**src/design/stnh_pkg.sv**
```systemverilog
// ----------------------------------------------------------------------------
// stnh_pkg: shared types and constants for the segment-triangle nearest hit
// Holds the fixed coordinate and fraction widths, the operand widths of the
// shared multiply-accumulate datapath, and the sequencer state encoding.
// ----------------------------------------------------------------------------
package stnh_pkg;

  localparam int CoordW  = 24;
  localparam int FracW   = 16;
  localparam int FracOutW = FracW + 1;
  localparam int DiffW   = CoordW + 1;
  localparam int CrossW  = 2 * DiffW + 1;
  localparam int DotW    = DiffW + CrossW + 2;
  localparam int DivCntW = $clog2(FracW + 2);
  localparam int LoW     = DiffW + 1;
  localparam int MulAW   = LoW + 1;
  localparam int ProdW   = MulAW + DiffW;
  localparam int MacSteps = 36;
  localparam int StepW   = $clog2(MacSteps + 1);

  localparam logic [FracOutW-1:0] FracOne = FracOutW'(1) << FracW;

  typedef enum logic [2:0] {
    RegStartX = 3'd0,
    RegStartY = 3'd1,
    RegStartZ = 3'd2,
    RegEndX   = 3'd3,
    RegEndY   = 3'd4,
    RegEndZ   = 3'd5
  } reg_idx_e;

  typedef enum logic [2:0] {
    StIdle,
    StMac,
    StCheck,
    StDiv,
    StUpdate,
    StOut
  } state_e;

  typedef struct packed {
    logic start;
    logic busy;
  } div_ctl_t;

endpackage

```
**src/design/stnh_divider.sv**
```systemverilog
// ----------------------------------------------------------------------------
// stnh_divider: restoring divider for the hit fraction
// Computes floor(t * 2^FracW / d) for 0 <= t <= d, one quotient bit a cycle.
// ----------------------------------------------------------------------------
module stnh_divider
  import stnh_pkg::*;
(
  input  logic                     clk_i,
  input  logic                     rst_ni,
  input  logic                     start_i,
  input  logic signed [DotW-1:0]   num_i,
  input  logic signed [DotW-1:0]   den_i,
  output div_ctl_t                 ctl_o,
  output logic [FracOutW-1:0]      quot_o
);

  logic [DotW:0]         rem_q, rem_d;
  logic [DotW-1:0]       den_q;
  logic [FracOutW-1:0]   quot_q, quot_d;
  logic [DivCntW-1:0]    cnt_q, cnt_d;
  logic                  busy_q, busy_d;
  logic [DotW:0]         shifted;
  logic [DotW:0]         diff;

  always_comb begin
    shifted = rem_q;
    diff    = shifted - {1'b0, den_q};
    rem_d   = rem_q;
    quot_d  = quot_q;
    cnt_d   = cnt_q;
    busy_d  = busy_q;
    if (start_i) begin
      rem_d  = {1'b0, num_i};
      quot_d = '0;
      cnt_d  = DivCntW'(FracOutW);
      busy_d = 1'b1;
    end else if (busy_q) begin
      if (!diff[DotW]) begin
        rem_d  = {diff[DotW-1:0], 1'b0};
        quot_d = {quot_q[FracOutW-2:0], 1'b1};
      end else begin
        rem_d  = {rem_q[DotW-1:0], 1'b0};
        quot_d = {quot_q[FracOutW-2:0], 1'b0};
      end
      cnt_d = cnt_q - 1'b1;
      if (cnt_q == DivCntW'(1)) busy_d = 1'b0;
    end
  end

  always_ff @(posedge clk_i or negedge rst_ni) begin
    if (!rst_ni) begin
      busy_q <= 1'b0;
      cnt_q  <= '0;
    end else begin
      busy_q <= busy_d;
      cnt_q  <= cnt_d;
    end
  end

  always_ff @(posedge clk_i) begin
    rem_q  <= rem_d;
    quot_q <= quot_d;
    if (start_i) den_q <= den_i;
  end

  assign ctl_o.start = start_i;
  assign ctl_o.busy  = busy_q;
  assign quot_o      = quot_q;

endmodule

```
**src/design/stnh_mac.sv**
```systemverilog
// ----------------------------------------------------------------------------
// stnh_mac: shared multiply-accumulate unit
// One signed partial product a cycle while enabled, optionally shifted up by
// the low-part width, added to or subtracted from the accumulator or zero.
// ----------------------------------------------------------------------------
module stnh_mac
  import stnh_pkg::*;
(
  input  logic                     clk_i,
  input  logic                     clear_i,
  input  logic                     en_i,
  input  logic                     sub_i,
  input  logic                     shift_i,
  input  logic signed [MulAW-1:0]  a_i,
  input  logic signed [DiffW-1:0]  b_i,
  output logic signed [DotW-1:0]   acc_o
);

  logic signed [DotW-1:0]  acc_q, acc_d;
  logic signed [ProdW-1:0] prod;
  logic signed [DotW-1:0]  term;

  assign prod = a_i * b_i;
  assign term = shift_i ? (DotW'(prod) <<< LoW) : DotW'(prod);

  always_comb begin
    acc_d = acc_q;
    if (en_i) begin
      acc_d = (clear_i ? '0 : acc_q) + (sub_i ? -term : term);
    end
  end

  always_ff @(posedge clk_i) begin
    acc_q <= acc_d;
  end

  assign acc_o = acc_q;

endmodule

```
**src/design/segment_triangle_nearest_hit.sv**
```systemverilog
// ----------------------------------------------------------------------------
// segment_triangle_nearest_hit: nearest hit of a segment over a triangle mesh
// Runs the one-sided segment-triangle test per triangle on one shared
// multiply-accumulate unit, divides for the hit fraction, keeps the minimum.
//
//   channel  direction  handshake         payload
//   tri      in         tri_valid/stall   corner_*, last_triangle
//   res      out        res_valid/stall   any_hit, nearest_fraction
//   cfg      in         cfg_valid/ready   cfg_index, cfg_data
//
// A triangle passes through an accept, the MAC steps (each dot term as two
// partial products), a check, the divider on a hit, and an update.
// The triangle channel is stalled while an item is in flight; a last triangle
// holds in update while an earlier result still waits.
// Reset clears control state, end points, hit flag; sets best fraction to 1.0.
// ----------------------------------------------------------------------------
module segment_triangle_nearest_hit
  import stnh_pkg::*;
(
  input  logic                     clk_i,
  input  logic                     rst_ni,
  input  logic                     tri_valid_i,
  output logic                     tri_stall_o,
  input  logic signed [CoordW-1:0] corner_a_x_i,
  input  logic signed [CoordW-1:0] corner_a_y_i,
  input  logic signed [CoordW-1:0] corner_a_z_i,
  input  logic signed [CoordW-1:0] corner_b_x_i,
  input  logic signed [CoordW-1:0] corner_b_y_i,
  input  logic signed [CoordW-1:0] corner_b_z_i,
  input  logic signed [CoordW-1:0] corner_c_x_i,
  input  logic signed [CoordW-1:0] corner_c_y_i,
  input  logic signed [CoordW-1:0] corner_c_z_i,
  input  logic                     last_triangle_i,
  output logic                     res_valid_o,
  input  logic                     res_stall_i,
  output logic                     any_hit_o,
  output logic [FracOutW-1:0]      nearest_fraction_o,
  input  logic                     cfg_valid_i,
  output logic                     cfg_ready_o,
  input  logic [2:0]               cfg_index_i,
  input  logic [CoordW-1:0]        cfg_data_i
);

  logic signed [CoordW-1:0] p_q [3];
  logic signed [CoordW-1:0] e_q [3];
  logic signed [DiffW-1:0]  ab_q [3], ac_q [3], ap_q [3], qp_q [3];
  logic signed [CrossW-1:0] n_q [3], x_q [3];
  logic signed [DotW-1:0]   d_q, t_q, v_q;
  logic                     last_q;
  logic                     hit_q, hit_d;
  logic [FracOutW-1:0]      best_q, best_d;
  logic                     res_valid_q, res_valid_d;
  logic                     res_hit_q;
  logic [FracOutW-1:0]      res_frac_q;
  logic [StepW-1:0]         step_q, step_d;
  state_e                   state_q, state_d;

  logic                     mac_clear, mac_sub, mac_shift;
  logic signed [MulAW-1:0]  mac_a;
  logic signed [DiffW-1:0]  mac_b;
  logic signed [DotW-1:0]   acc;
  logic                     mac_en;
  logic                     tri_fire;
  logic                     res_free;
  logic                     is_hit;
  logic                     div_start;
  div_ctl_t                 div_ctl;
  logic [FracOutW-1:0]      quot;

  function automatic logic signed [MulAW-1:0] lo_part(logic signed [CrossW-1:0] x);
    return MulAW'({1'b0, x[LoW-1:0]});
  endfunction

  function automatic logic signed [MulAW-1:0] hi_part(logic signed [CrossW-1:0] x);
    return MulAW'($signed(x[CrossW-1:LoW]));
  endfunction

  assign tri_fire    = tri_valid_i && !tri_stall_o;
  assign tri_stall_o = (state_q != StIdle);
  assign cfg_ready_o = (state_q == StIdle);
  assign res_free    = !res_valid_q || !res_stall_i;

  // step schedule: 0..11 build the cross products n and x, two products per
  // component; 12..35 form the dots d, t, v and w, each term as a low and a
  // shifted high partial product. Capture each value the step after its last
  // term; w stays in the accumulator.
  always_comb begin
    mac_a     = '0;
    mac_b     = '0;
    mac_sub   = 1'b0;
    mac_clear = 1'b0;
    mac_shift = 1'b0;
    case (step_q)
      6'd0:  begin mac_a = MulAW'(ab_q[1]); mac_b = ac_q[2]; mac_clear = 1'b1; end
      6'd1:  begin mac_a = MulAW'(ab_q[2]); mac_b = ac_q[1]; mac_sub = 1'b1; end
      6'd2:  begin mac_a = MulAW'(ab_q[2]); mac_b = ac_q[0]; mac_clear = 1'b1; end
      6'd3:  begin mac_a = MulAW'(ab_q[0]); mac_b = ac_q[2]; mac_sub = 1'b1; end
      6'd4:  begin mac_a = MulAW'(ab_q[0]); mac_b = ac_q[1]; mac_clear = 1'b1; end
      6'd5:  begin mac_a = MulAW'(ab_q[1]); mac_b = ac_q[0]; mac_sub = 1'b1; end
      6'd6:  begin mac_a = MulAW'(qp_q[1]); mac_b = ap_q[2]; mac_clear = 1'b1; end
      6'd7:  begin mac_a = MulAW'(qp_q[2]); mac_b = ap_q[1]; mac_sub = 1'b1; end
      6'd8:  begin mac_a = MulAW'(qp_q[2]); mac_b = ap_q[0]; mac_clear = 1'b1; end
      6'd9:  begin mac_a = MulAW'(qp_q[0]); mac_b = ap_q[2]; mac_sub = 1'b1; end
      6'd10: begin mac_a = MulAW'(qp_q[0]); mac_b = ap_q[1]; mac_clear = 1'b1; end
      6'd11: begin mac_a = MulAW'(qp_q[1]); mac_b = ap_q[0]; mac_sub = 1'b1; end
      6'd12: begin mac_a = lo_part(n_q[0]); mac_b = qp_q[0]; mac_clear = 1'b1; end
      6'd13: begin mac_a = hi_part(n_q[0]); mac_b = qp_q[0]; mac_shift = 1'b1; end
      6'd14: begin mac_a = lo_part(n_q[1]); mac_b = qp_q[1]; end
      6'd15: begin mac_a = hi_part(n_q[1]); mac_b = qp_q[1]; mac_shift = 1'b1; end
      6'd16: begin mac_a = lo_part(n_q[2]); mac_b = qp_q[2]; end
      6'd17: begin mac_a = hi_part(n_q[2]); mac_b = qp_q[2]; mac_shift = 1'b1; end
      6'd18: begin mac_a = lo_part(n_q[0]); mac_b = ap_q[0]; mac_clear = 1'b1; end
      6'd19: begin mac_a = hi_part(n_q[0]); mac_b = ap_q[0]; mac_shift = 1'b1; end
      6'd20: begin mac_a = lo_part(n_q[1]); mac_b = ap_q[1]; end
      6'd21: begin mac_a = hi_part(n_q[1]); mac_b = ap_q[1]; mac_shift = 1'b1; end
      6'd22: begin mac_a = lo_part(n_q[2]); mac_b = ap_q[2]; end
      6'd23: begin mac_a = hi_part(n_q[2]); mac_b = ap_q[2]; mac_shift = 1'b1; end
      6'd24: begin mac_a = lo_part(x_q[0]); mac_b = ac_q[0]; mac_clear = 1'b1; end
      6'd25: begin mac_a = hi_part(x_q[0]); mac_b = ac_q[0]; mac_shift = 1'b1; end
      6'd26: begin mac_a = lo_part(x_q[1]); mac_b = ac_q[1]; end
      6'd27: begin mac_a = hi_part(x_q[1]); mac_b = ac_q[1]; mac_shift = 1'b1; end
      6'd28: begin mac_a = lo_part(x_q[2]); mac_b = ac_q[2]; end
      6'd29: begin mac_a = hi_part(x_q[2]); mac_b = ac_q[2]; mac_shift = 1'b1; end
      6'd30: begin
        mac_a     = lo_part(x_q[0]);
        mac_b     = ab_q[0];
        mac_clear = 1'b1;
        mac_sub   = 1'b1;
      end
      6'd31: begin
        mac_a     = hi_part(x_q[0]);
        mac_b     = ab_q[0];
        mac_shift = 1'b1;
        mac_sub   = 1'b1;
      end
      6'd32: begin mac_a = lo_part(x_q[1]); mac_b = ab_q[1]; mac_sub = 1'b1; end
      6'd33: begin
        mac_a     = hi_part(x_q[1]);
        mac_b     = ab_q[1];
        mac_shift = 1'b1;
        mac_sub   = 1'b1;
      end
      6'd34: begin mac_a = lo_part(x_q[2]); mac_b = ab_q[2]; mac_sub = 1'b1; end
      6'd35: begin
        mac_a     = hi_part(x_q[2]);
        mac_b     = ab_q[2];
        mac_shift = 1'b1;
        mac_sub   = 1'b1;
      end
      default: ;
    endcase
  end

  assign mac_en = (state_q == StMac);

  stnh_mac u_mac (
    .clk_i   (clk_i),
    .clear_i (mac_clear),
    .en_i    (mac_en),
    .sub_i   (mac_sub),
    .shift_i (mac_shift),
    .a_i     (mac_a),
    .b_i     (mac_b),
    .acc_o   (acc)
  );

  assign is_hit = (d_q > 0) && (t_q >= 0) && (t_q <= d_q) && (v_q >= 0) &&
                  (v_q <= d_q) && (acc >= 0) && ((v_q + acc) <= d_q);
  assign div_start = (state_q == StCheck) && is_hit;

  stnh_divider u_div (
    .clk_i   (clk_i),
    .rst_ni  (rst_ni),
    .start_i (div_start),
    .num_i   (t_q),
    .den_i   (d_q),
    .ctl_o   (div_ctl),
    .quot_o  (quot)
  );

  always_comb begin
    state_d = state_q;
    step_d  = step_q;
    case (state_q)
      StIdle: if (tri_fire) begin
        state_d = StMac;
        step_d  = '0;
      end
      StMac: begin
        step_d = step_q + 1'b1;
        if (step_q == StepW'(MacSteps - 1)) state_d = StCheck;
      end
      StCheck:  state_d = is_hit ? StDiv : StUpdate;
      StDiv:    if (!div_ctl.busy && !div_ctl.start) state_d = StUpdate;
      StUpdate: if (!last_q || res_free) state_d = StIdle;
      default:  state_d = StIdle;
    endcase
  end

  always_comb begin
    hit_d       = hit_q;
    best_d      = best_q;
    res_valid_d = res_valid_q && res_stall_i;
    if (state_q == StDiv && !div_ctl.busy && !div_ctl.start) begin
      hit_d = 1'b1;
      if (quot < best_q) best_d = quot;
    end
    if (state_q == StUpdate && last_q && res_free) begin
      res_valid_d = 1'b1;
      hit_d       = 1'b0;
      best_d      = FracOne;
    end
  end

  always_ff @(posedge clk_i or negedge rst_ni) begin
    if (!rst_ni) begin
      state_q     <= StIdle;
      step_q      <= '0;
      hit_q       <= 1'b0;
      best_q      <= FracOne;
      res_valid_q <= 1'b0;
      for (int i = 0; i < 3; i++) begin
        p_q[i] <= '0;
        e_q[i] <= '0;
      end
    end else begin
      state_q     <= state_d;
      step_q      <= step_d;
      hit_q       <= hit_d;
      best_q      <= best_d;
      res_valid_q <= res_valid_d;
      if (cfg_valid_i && cfg_ready_o) begin
        case (cfg_index_i)
          RegStartX: p_q[0] <= cfg_data_i;
          RegStartY: p_q[1] <= cfg_data_i;
          RegStartZ: p_q[2] <= cfg_data_i;
          RegEndX:   e_q[0] <= cfg_data_i;
          RegEndY:   e_q[1] <= cfg_data_i;
          RegEndZ:   e_q[2] <= cfg_data_i;
          default: ;
        endcase
      end
    end
  end

  always_ff @(posedge clk_i) begin
    if (tri_fire) begin
      ab_q[0] <= DiffW'(corner_b_x_i) - DiffW'(corner_a_x_i);
      ab_q[1] <= DiffW'(corner_b_y_i) - DiffW'(corner_a_y_i);
      ab_q[2] <= DiffW'(corner_b_z_i) - DiffW'(corner_a_z_i);
      ac_q[0] <= DiffW'(corner_c_x_i) - DiffW'(corner_a_x_i);
      ac_q[1] <= DiffW'(corner_c_y_i) - DiffW'(corner_a_y_i);
      ac_q[2] <= DiffW'(corner_c_z_i) - DiffW'(corner_a_z_i);
      ap_q[0] <= DiffW'(p_q[0]) - DiffW'(corner_a_x_i);
      ap_q[1] <= DiffW'(p_q[1]) - DiffW'(corner_a_y_i);
      ap_q[2] <= DiffW'(p_q[2]) - DiffW'(corner_a_z_i);
      for (int i = 0; i < 3; i++) qp_q[i] <= DiffW'(p_q[i]) - DiffW'(e_q[i]);
      last_q <= last_triangle_i;
    end
    if (state_q == StMac) begin
      case (step_q)
        6'd2:  n_q[0] <= CrossW'(acc);
        6'd4:  n_q[1] <= CrossW'(acc);
        6'd6:  n_q[2] <= CrossW'(acc);
        6'd8:  x_q[0] <= CrossW'(acc);
        6'd10: x_q[1] <= CrossW'(acc);
        6'd12: x_q[2] <= CrossW'(acc);
        6'd18: d_q    <= acc;
        6'd24: t_q    <= acc;
        6'd30: v_q    <= acc;
        default: ;
      endcase
    end
    if (state_q == StUpdate && last_q && res_free) begin
      res_hit_q  <= hit_q;
      res_frac_q <= best_q;
    end
  end

  assign res_valid_o        = res_valid_q;
  assign any_hit_o          = res_hit_q;
  assign nearest_fraction_o = res_frac_q;

endmodule
```
**config.mk**
```make
export PLATFORM = sky130hd
export DESIGN_NAME = segment_triangle_nearest_hit
export DESIGN_NICKNAME = d
export VERILOG_FILES = /design/src/design/stnh_pkg.sv /design/src/design/stnh_divider.sv /design/src/design/stnh_mac.sv /design/src/design/segment_triangle_nearest_hit.sv
export SDC_FILE = /design/constraint.sdc
export NUM_CORES = 2
export LEC_CHECK = 0
export BUFFER_PORTS_ARGS = -buffer_cell sky130_fd_sc_hd__buf_2
export CELL_PAD_IN_SITES_DETAIL_PLACEMENT = 1
export CELL_PAD_IN_SITES_GLOBAL_PLACEMENT = 1
export CORE_ASPECT_RATIO = 1.5
export CORE_MARGIN = 4
export CORE_UTILIZATION = 35
export DETAILED_ROUTE_END_ITERATION = 8
export PLACE_DENSITY = 0.67
export SLEW_MARGIN = 30
export SYNTH_ARGS = -nofsm -noshare
export SYNTH_HDL_FRONTEND = slang
export SYNTH_SLANG_ARGS = --single-unit
```
**constraint.sdc**
```tcl
create_clock -name clk_i -period 17.62 [get_ports clk_i]
set_input_delay 2.643 -clock clk_i [delete_from_list [all_inputs] [get_ports clk_i]]
set_output_delay 2.643 -clock clk_i [all_outputs]
set_load 0.02 [all_outputs]
```
==> results.md <==
* Outcome: finished clean
* Port Buffers at around 270
* Hold Path Depth at 0
* Largest net degree at the start of global routing at between 90 and 100
* Slowest CP cell: o41ai_1
* Initial core utilization at 0.3525
* Top post-synthesis cells by area: edfxtp_1 (31%), fa_1 (14%), ha_1 (11%)
* Die W at around 460 um
* Grt total ovfl at 0
* Final setup viols at 0
* Synth Flop Type: edfxtp_1
* Root Driver: clkbuf_16
* Slew headroom at 0.2233
* Post-layout util at 0.3923
* # rows at 246
* Hold Buf Count CTS at 0
* CTS HTree Levels at 4
* Pre-Repair DR Iteration Count at 7
* Post-CTS Resized at 0
* Setup ws final at 0.8733 ns
* Vias/cell at 5.644
* Hold_ws at around 0.46 ns
* Total core area at 0.2998 mm2
* Most frequent cells in the layout: inv_1 (1,299), edfxtp_1 (1,093), ha_1 (921), nor2_1 (895), nand2_1 (834)
* Worst-Skew Late Latency at between 0.8 and 0.9 ns
* Clock Pin Slew Worst Setup and Hold Paths at approximately 0.06 ns
* Initial drt markers at between 5,000 and 6,000
* Unrepaired setup endpoints after global routing: no
* Worst EP arrival at 17.29 ns
* CTS sink cnt at 1,289
* Post-place setup slack at a little over 1 ns
* Final slew viol count at 0
* Area Overhead vs Synth at 11.31%
* # fillers at 33,990
* Vias in the first global route at 93,750
* Area share of the leading cell type in the synthesized netlist at 0.3106
* Slew @ Worst Pin at about 1.2 ns
* Die height at a little under 700 um
* Clock Skew at 0.09023 ns
* Setup crit end kind: register
* Startpoint types: register
* Worst hold path type: register to register
* Critical Path Stages at a little over 50
* Critical Setup Path Class: register to register
* CTS tree: built
* Final #Nets at about 13,000
* Synthesis Warnings at 0
* Total negative slack at 0 ns
* I/O pin count at 270
* WP data required at 18.17 ns
* Post-synthesis sequential area ratio at 0.3562
* Crit path buffers/inverters at 7
* Vias at between 80,000 and 90,000
* Synth Net Count at 12,430
* Syn avg cell area at roughly 10 um2
* Antenna Nets Post-Route at 0
* Fraction of registers with async set or reset after synthesis at 0.1381
* Cell variety after synth at approximately 100
* Post-detail-place hpwl at between 300,000 and 400,000 um
* Worst-path fanout max at 16
* Final Cycle Share at 0.9504
* Post-CTS setup buffers at 0
* Gpl congestion at just under 1
* Antenna violations before repair at 34
* Maxcap violations at 0
* First-pass GRT wire length at 598,200 um
* Synthesized flop and latch total at 1,289
* Final hold vios at 0
* CP max stage delay at roughly 0.84 ns
* Residual DRC at 0
* Reg-to-reg setup timing slack at just under 0.9 ns
* CTS Buf Count at 150
* Clk buf depth at 4
* Routed WL per cell at approximately 27 um
* Commonest non-fill, non-tap cell in the layout: inv_1
* Cells after Synth at ~11,000
* CP most frequent cell: fa_1
* Area leader, netlist: edfxtp_1
* Layout cells sized above 1 at 0.09214
* Synth Cell Area at roughly 0.11 mm2
* Post-layout minimum cycle time at approximately 17 ns
* CP delay by family, top: compound AO/OA/AOI/OAI gates
* Total Wirelength at roughly 410,000 um
* Fmax at about 60 MHz
* Overall Global Routing Usage at 0.2562
* R2r worst-path depth at 51
* Number of synthesized flops with an enable pin at 1,093
* DIE AREA at 0.3109 mm2
[through the flow]
step	instances	cell area [um2]
floorplan	10540	105700
global placement	14630	112600
detailed placement	14640	112700
CTS	14900	117600
global route	14900	117600
finish	14910	117600
[cell usage after synthesis, drive strengths merged, types with 122 or more instances]
library cell and n:
a21o 326, a21oi 550, a22oi 164, clkbuf 319
dfrtp 177, edfxtp 1093, fa 720, ha 921
inv 1301, mux2 152, nand2 835, nand2b 122
nand3 198, nand4 141, nor2 908, nor2b 205
nor3 157, o21ai 480, xnor2 342, xor2 170
[routing by layer]
metal,global-route usage,part of all wire
met5,0,0.00014
met4,0.1793,0.085
met3,0.02845,0.043
met2,0.4887,0.53
met1,0.2580,0.34
[layout make-up]
cell class	count	area (um2)	share of cell area
Tap cell	3968	4965	0.04221
Sequential cell	1289	37640	0.3200
Antenna cell	9	22.52	0.0001915
Inverter	1301	4892	0.04159
Clock buffer	178	3900	0.03316
Clock inverter	83	939.7	0.007989
Timing Repair Buffer	485	3082	0.02620
Multi-Input combinational cell	7593	62180	0.5287
[cells by family (layout without fill, tap and decap cells)]
logic type | Yosys count | in the layout | share of synthesized area
AOI/OAI and AO/OA | 2310 | 2310 | 0.1454
xor gates and xnor gates | 512 | 512 | 0.04244
adders and majority gates | 1641 | 1641 | 0.2455
buffers and inverters | 1657 | 2047 | 0.05911
DFF | 1289 | 1289 | 0.3562
muxes | 202 | 202 | 0.02093
other | 0 | 9 | 0
and+or+nand+nor | 2928 | 2928 | 0.1305
[final timing paths]
path | end | startpoint
worst max-delay path | u_mac.acc_o[70] | step_q[0]
worst min-delay path | any_hit_o | hit_q
worst max register to register | u_mac.acc_o[70] | step_q[0]
worst min register to register | any_hit_o | hit_q
max in group asynchronous | best_q[11] | rst_ni
min in group asynchronous | e_q[19] | rst_ni
[sequential cells by signal, summed over array words and instances, names as in the netlist, 75 cells and up]
name and flops:
t_q 78, x_q 153, u_div.rem_q 79, ap_q 75, ab_q 75, u_div.den_q 78
d_q 78, n_q 153, qp_q 75, ac_q 75, u_mac.acc_o 78, v_q 78
[worst reg2reg max path, delay by kind of cell (launching register included)]
family / cells / cell delay, ns
AO/OA/AOI/OAI: 23 / 7.46
adder cells (fa/ha/maj): 10 / 4.74
AND/OR/NAND/NOR: 8 / 2.27
buffers and inverters: 7 / 0.97
XOR/XNOR: 3 / 0.60
flip-flops: 1 / 0.43
Power is left out: the tool's default activity adds up to more than one toggle a clock period on the data nets, which glitch-free logic cannot reach.
